### src/rtl/core/nsfc_pkg.sv
// Shared types, character codes and helpers for the NMEA sentence framer and checker.
`timescale 1ns / 1ps

package nsfc_pkg;

   // Characters that steer framing and the checksum
   localparam logic [7:0] CHAR_DOLLAR = 8'h24;
   localparam logic [7:0] CHAR_STAR   = 8'h2A;
   localparam logic [7:0] CHAR_LF     = 8'h0A;
   localparam logic [7:0] CHAR_CR     = 8'h0D;

   // Header bytes kept after the dollar
   localparam int unsigned HDR_DEPTH = 7;
   localparam int unsigned HDR_BITS  = HDR_DEPTH * 8;

   // Reset value of the line length register
   localparam logic [7:0] MAX_LINE_LEN_RESET = 8'd128;

   // Shortest line that is checked at all
   localparam logic [7:0] MIN_LINE_LEN = 8'd4;

   // Prefixes for the kind match
   localparam logic [15:0] TALKER_GP = "GP";
   localparam logic [15:0] TALKER_GN = "GN";
   localparam logic [15:0] TALKER_BD = "BD";
   localparam logic [15:0] TALKER_GA = "GA";
   localparam logic [23:0] TYPE_RMC  = "RMC";
   localparam logic [23:0] TYPE_GGA  = "GGA";
   localparam logic [HDR_BITS-1:0] PMTK011_STR = "PMTK011";
   localparam logic [HDR_BITS-1:0] PMTK001_STR = "PMTK001";

   typedef enum logic [1:0] {
      STATUS_OK        = 2'd0,
      STATUS_SHORT     = 2'd1,
      STATUS_MALFORMED = 2'd2,
      STATUS_MISMATCH  = 2'd3
   } status_type;

   typedef enum logic [2:0] {
      KIND_OTHER   = 3'd0,
      KIND_RMC     = 3'd1,
      KIND_GGA     = 3'd2,
      KIND_PMTK011 = 3'd3,
      KIND_PMTK001 = 3'd4
   } kind_type;

   // One result as it leaves the framer
   typedef struct packed {
      status_type status;
      kind_type   kind;
      logic [7:0] length;
      logic [7:0] computed;
      logic [7:0] received;
   } result_type;

   typedef struct packed {
      logic       valid;
      logic [3:0] value;
   } hex_type;

   // Decode one ASCII hex digit, either case
   function automatic hex_type hex_decode(input logic [7:0] c);
      hex_type h;
      h.valid = 1'b0;
      h.value = 4'd0;
      if (c >= "0" && c <= "9") begin
         h.valid = 1'b1;
         h.value = 4'(c - 8'h30);
      end else if (c >= "a" && c <= "f") begin
         h.valid = 1'b1;
         h.value = 4'(c - 8'h57);
      end else if (c >= "A" && c <= "F") begin
         h.valid = 1'b1;
         h.value = 4'(c - 8'h37);
      end
      return h;
   endfunction

endpackage

### src/rtl/core/nsfc_kind.sv
// Sentence kind match on the header bytes that follow the dollar.
`timescale 1ns / 1ps

module nsfc_kind (
   input  logic [nsfc_pkg::HDR_BITS-1:0] header,
   output nsfc_pkg::kind_type            kind
);

   logic talker;
   logic is_rmc;
   logic is_gga;

   // Talker sits in the first two bytes, sentence type in the next three
   assign talker = (header[55:40] == nsfc_pkg::TALKER_GP) ||
                   (header[55:40] == nsfc_pkg::TALKER_GN) ||
                   (header[55:40] == nsfc_pkg::TALKER_BD) ||
                   (header[55:40] == nsfc_pkg::TALKER_GA);
   assign is_rmc = talker && (header[39:16] == nsfc_pkg::TYPE_RMC);
   assign is_gga = talker && (header[39:16] == nsfc_pkg::TYPE_GGA);

   // First match wins
   always_comb begin
      if (is_rmc) begin
         kind = nsfc_pkg::KIND_RMC;
      end else if (is_gga) begin
         kind = nsfc_pkg::KIND_GGA;
      end else if (header == nsfc_pkg::PMTK011_STR) begin
         kind = nsfc_pkg::KIND_PMTK011;
      end else if (header == nsfc_pkg::PMTK001_STR) begin
         kind = nsfc_pkg::KIND_PMTK001;
      end else begin
         kind = nsfc_pkg::KIND_OTHER;
      end
   end

endmodule

### src/rtl/core/nsfc_framer.sv
// Line framing state, running checksum, star digit parse and result build.
`timescale 1ns / 1ps

module nsfc_framer (
   input  logic                   clock,
   input  logic                   reset,
   input  logic                   step,
   input  logic [7:0]             rx_byte,
   input  logic [7:0]             max_line_len,
   output logic                   fire,
   output nsfc_pkg::result_type   result
);

   logic [7:0] count_ff, count_in;
   logic [7:0] xor_ff, xor_in;
   logic       star_ff, star_in;
   logic [1:0] digits_ff, digits_in;
   logic [7:0] value_ff, value_in;
   logic       bad_ff, bad_in;
   logic [7:0] header_ff [nsfc_pkg::HDR_DEPTH];
   logic [7:0] header_in [nsfc_pkg::HDR_DEPTH];

   logic [nsfc_pkg::HDR_BITS-1:0] header_word;
   nsfc_pkg::kind_type            kind;
   nsfc_pkg::hex_type             hex;
   logic [7:0]                    count_next;
   logic [2:0]                    hdr_idx;
   logic                          hdr_wr;
   logic                          drop;

   assign hex        = nsfc_pkg::hex_decode(rx_byte);
   assign hdr_idx    = count_ff[2:0] - 3'd1;
   assign hdr_wr     = (count_ff <= 8'(nsfc_pkg::HDR_DEPTH));
   // A new dollar starts the line at one byte
   assign count_next = (count_ff == 8'd0) ? 8'd1 : count_ff + 8'd1;
   // Drop once the count reaches max_line_len - 3 (also for tiny limits)
   assign drop       = ({1'b0, count_next} + 9'd3) >= {1'b0, max_line_len};

   // Pack the header, first byte in the top bits
   always_comb begin
      for (int i = 0; i < nsfc_pkg::HDR_DEPTH; i++) begin
         header_word[nsfc_pkg::HDR_BITS-1-8*i -: 8] = header_ff[i];
      end
   end

   nsfc_kind u_kind (
      .header (header_word),
      .kind   (kind)
   );

   // Advance the line state by one byte
   always_comb begin
      count_in  = count_ff;
      xor_in    = xor_ff;
      star_in   = star_ff;
      digits_in = digits_ff;
      value_in  = value_ff;
      bad_in    = bad_ff;
      header_in = header_ff;
      fire      = 1'b0;
      if (step) begin
         if (count_ff == 8'd0) begin
            // Hunt for the dollar; everything else is skipped
            if (rx_byte == nsfc_pkg::CHAR_DOLLAR) begin
               xor_in    = 8'd0;
               star_in   = 1'b0;
               digits_in = 2'd0;
               value_in  = 8'd0;
               bad_in    = 1'b0;
               for (int i = 0; i < nsfc_pkg::HDR_DEPTH; i++) begin
                  header_in[i] = 8'd0;
               end
               count_in = drop ? 8'd0 : count_next;
            end
         end else if (rx_byte == nsfc_pkg::CHAR_LF || rx_byte == nsfc_pkg::CHAR_CR) begin
            // Close the line and report
            fire     = 1'b1;
            count_in = 8'd0;
         end else begin
            for (int i = 0; i < nsfc_pkg::HDR_DEPTH; i++) begin
               if (hdr_wr && hdr_idx == 3'(i)) begin
                  header_in[i] = rx_byte;
               end
            end
            if (!star_ff) begin
               if (rx_byte == nsfc_pkg::CHAR_STAR) begin
                  star_in = 1'b1;
               end else begin
                  xor_in = xor_ff ^ rx_byte;
               end
            end else if (!hex.valid || digits_ff >= 2'd2) begin
               bad_in = 1'b1;
            end else begin
               value_in  = {value_ff[3:0], hex.value};
               digits_in = digits_ff + 2'd1;
            end
            count_in = drop ? 8'd0 : count_next;
         end
      end
   end

   // Build the result from the state held before the line end
   always_comb begin
      if (count_ff < nsfc_pkg::MIN_LINE_LEN) begin
         result.status = nsfc_pkg::STATUS_SHORT;
      end else if (!star_ff || bad_ff) begin
         result.status = nsfc_pkg::STATUS_MALFORMED;
      end else if (value_ff != xor_ff) begin
         result.status = nsfc_pkg::STATUS_MISMATCH;
      end else begin
         result.status = nsfc_pkg::STATUS_OK;
      end
      result.kind     = kind;
      result.length   = count_ff;
      result.computed = xor_ff;
      result.received = value_ff;
   end

   always_ff @(posedge clock) begin
      if (reset) begin
         count_ff  <= 8'd0;
         xor_ff    <= 8'd0;
         star_ff   <= 1'b0;
         digits_ff <= 2'd0;
         value_ff  <= 8'd0;
         bad_ff    <= 1'b0;
         for (int i = 0; i < nsfc_pkg::HDR_DEPTH; i++) begin
            header_ff[i] <= 8'd0;
         end
      end else begin
         count_ff  <= count_in;
         xor_ff    <= xor_in;
         star_ff   <= star_in;
         digits_ff <= digits_in;
         value_ff  <= value_in;
         bad_ff    <= bad_in;
         header_ff <= header_in;
      end
   end

endmodule

### config.mk
export PLATFORM = sky130hd
export DESIGN_NAME = nsfc_framer
export DESIGN_NICKNAME = d
export VERILOG_FILES = /design/src/rtl/core/nsfc_pkg.sv /design/src/rtl/core/nsfc_kind.sv /design/src/rtl/core/nsfc_framer.sv
export SDC_FILE = /design/constraint.sdc
export NUM_CORES = 1
export LEC_CHECK = 0
export BUFFER_PORTS_ARGS = -buffer_cell sky130_fd_sc_hd__buf_2
export CAP_MARGIN = 25
export CORE_MARGIN = 1.5
export CORE_UTILIZATION = 57
export CTS_CLUSTER_DIAMETER = 150
export DETAILED_ROUTE_END_ITERATION = 10
export GPL_ROUTABILITY_DRIVEN = 0
export PLACE_DENSITY = 0.78
export SLEW_MARGIN = 20
export SYNTH_ARGS = -nofsm -noshare
export SYNTH_HDL_FRONTEND = slang
export SYNTH_HIERARCHICAL = 1
export SYNTH_SLANG_ARGS = --single-unit
### constraint.sdc
create_clock -name clock -period 3.46 [get_ports clock]
set_input_delay 0.692 -clock clock [delete_from_list [all_inputs] [get_ports clock]]
set_output_delay 0.692 -clock clock [all_outputs]
set_load 0.01 [all_outputs]
==> results.md <==
* Status: completed
* Worst slew margin relative to its limit at 36.63%
* ANT nets after route at 0
* Req. time, crit path at 3.75 ns
* CTS Buf Count at 9
* Top cells by area, synth: dfxtp_1 (37%), nand3_1 (6.9%), o21ai_0 (5.6%), ha_1 (5.5%), a21oi_1 (4.1%)
* Crit path capture type: register
* Number of H-tree levels at 3
* Flop pwr share at 56.5%
* Clk slew on worst S/H paths at 0.09 ns
* Power Density at 336.8 mW/mm²
* Post-Syn Instances at 534
* Fraction of layout cells with a size suffix above 1 at a little under a fifth
* Drt initial violations at 287
* Max stage delay on crit path at 0.40 ns
* WS Path Type: register to register
* Critical Path Start Type: register
* Post-synth ARST share at 0%
* Register bit count reported by yosys at 84
* Worst hold path class: register to register
* Vias in the first global route at between 3000 and 4000
* Clock Tree Root: clkbuf_8
* CTS Hold Buffers Added at 0
* Drt first pass iters at 5
* Post-route setup TNS at 0 ns
* RSZ-0062 raised after global routing: false
* PostCTS Resize Cnt at 0
* Net switching power figure at 0.4347 mW
* Post-synth EDFFs at 0
* Worst Tran Pin Value at 0.9425 ns
* IO Pins at about 50
* Max IR drop VDD at roughly 0.27 mV
* Core area at between 0.007 and 0.008 mm²
* Post-synth net total at between 500 and 600
* Mapped Avg Cell Area at 8.543 µm²
* Met2 Resource Use GR at around 48%
* P&R area growth vs syn at 11.25%
* Yosys warns at 6
* Cell taking the most area after synthesis: dfxtp_1
* Avg WL per Cell at 17.29 µm
* Initial antenna violation count at 0
* Pleak at about 1.8 nW
* Die span in y at 92.46 µm
* Critical path peak fanout at 8
* CP Buf/Inv Count at 2
* Input/output buffers at 48
* DRC at 0
* Largest net degree at the start of global routing at 49
* Post-Syn Area at 0.004562 mm²
* Worst Hold Slack at 0.4708 ns
* Final critical-path required period at 3.144 ns
* Nets at 609
* Vias post-DR at 4245
* Setup bufs post-CTS at 0
* Cell Rows at 32
* Top cell type's share of synthesized area at 36.86%
* Via/cell ratio at 6.270
* Max-slew violation total from the final report at 0
* Clk sink count at 84
* Busiest grt layer: met2
* Grt total ovfl at 0
* Peak Freq at 0.3181 GHz
* Initial Util at 59.03%
* Count leader, synth: dfxtp_1
* M1 GR Usage at 34.88%
* CP Cell Sequence: buf_4 > ha_1 > nand3_1 > xor2_1 > nor4_1 > o211ai_1 > xnor2_1 > ha_1 > o21ai_0 > nor2_1 > a211oi_1 > buf_4 > o2111ai_1 > a21oi_1
* Total GRT Usage at 28.03%
* Maximum clock path buffer count at 2
* # setup viols final at 0
* Fin crit share at between 90% and 100%
* Combinational fraction of design power at 4.6%
* Yosys cell types at 58
* Final HPWL DP at 8186 µm
* Met3 global-route usage at 5.255%
* First-pass GRT wire length at 19250 µm
* Net switching fraction of the power at between 20 and 30%
* CP arrival at 3.43 ns
* Pint at 1.275 mW
* # diodes at 0
* Clk_lat worst skew at 0.36 ns
* WL final at roughly 12000 µm
* MaxCap Viol Count at 0
* Final-report hold violation count at 0
* Clk pwr share at 38.9%
* Top delay family on crit path: compound AO/OA/AOI/OAI gates
* Die area at 0.008549 mm²
* CTS tree: built
* Top cells by count, synth: dfxtp_1 (84), nand3_1 (63), o21ai_0 (51)
* Slowest cell on crit path: dfxtp_1
* Seq/Total Area, Yosys at 36.86%
* Clock skew at 0.01109 ns
* Die extent in x at ~92 µm
* Dominant synthesized flop cell: dfxtp_1
==> registers in the layout, summed over array words and instances (netlist names) <==
signal	cells
bad_ff	1
count_ff	8
digits_ff	2
header_ff	56
star_ff	1
value_ff	8
xor_ff	8
==> cell type report <==
class / instances / area, µm²
multi-input cells: 393 / 2671
well taps: 102 / 127.6
clock buffers: 10 / 137.6
repair buffers: 59 / 322.8
flip-flops and latches: 84 / 1682
fillers: 669 / 2653
clock inverters: 6 / 47.55
inverters: 23 / 86.33
==> through the flow <==
stage | power, mW | utilization (%) | cell area [µm²] | setup slack (ns) | std cells
floorplan | 1.035 | - | 4562 | 0.2408 | 534
global placement | 1.063 | 63.12 | 4877 | 0.4481 | 661
detailed placement | 1.065 | 63.12 | 4877 | 0.3383 | 661
CTS | 1.723 | 65.51 | 5062 | 0.3753 | 677
global route | 1.765 | 65.67 | 5075 | 0.08020 | 677
finish | 1.709 | 65.67 | 5075 | 0.3164 | 677
==> placed cells by master, fill, tap and decap left out, types with 11 or more instances in the layout <==
cell     instances
dfxtp_1         84
nand3_1         63
o21ai_0         51
buf_2           48
a21oi_1         37
nand2_1         31
inv_1           23
ha_1            20
nor2_1          18
xnor2_1         15
nand4_1         15
or3_1           12
buf_4           11
==> tightest hold or removal path, cell delays in order, from the launching register on <==
cell and delay [ns]:
dfxtp_1 0.33, nand3_1 0.05, o21ai_0 0.06
==> per-layer routing <==
metal  part of all wire (%)  wire length (µm)
met5                      0                 0
met1                     44              5161
met2                     49              5766
met3                    5.1               598
met4                    1.5               180
==> worst paths after layout <==
path                                                    to  depth (start not counted)                        from  slack (ns)
worst max-delay path              count_ff[2]$_SDFFE_PP0P_                         14    count_ff[0]$_SDFFE_PP0P_        0.32
worst max register to register    count_ff[2]$_SDFFE_PP0P_                         14    count_ff[0]$_SDFFE_PP0P_        0.32
worst min register to register  header_ff[11]$_SDFFE_PP0P_                          2  header_ff[11]$_SDFFE_PP0P_        0.47
worst min-delay path            header_ff[11]$_SDFFE_PP0P_                          2  header_ff[11]$_SDFFE_PP0P_        0.47
==> power by group through the flow <==
stage	clock network [mW]	logic (mW)	registers, mW
final	0.665	0.0783	0.966
after global routing	0.712	0.0858	0.967
after CTS	0.680	0.0762	0.966
after detailed placement	0	0.0757	0.989
after global placement	0	0.0737	0.989
after floorplan	0	0.0453	0.989
==> cells by family after synthesis <==
family	synth area share, %
flip-flops	36.86
XOR/XNOR	4.032
buffers and inverters	5.184
multiplexers	1.207
AO/OA/AOI/OAI	19.28
adder cells (fa/ha/maj)	5.485
AND/OR/NAND/NOR	27.95
Power figures use the tool's default switching activity.
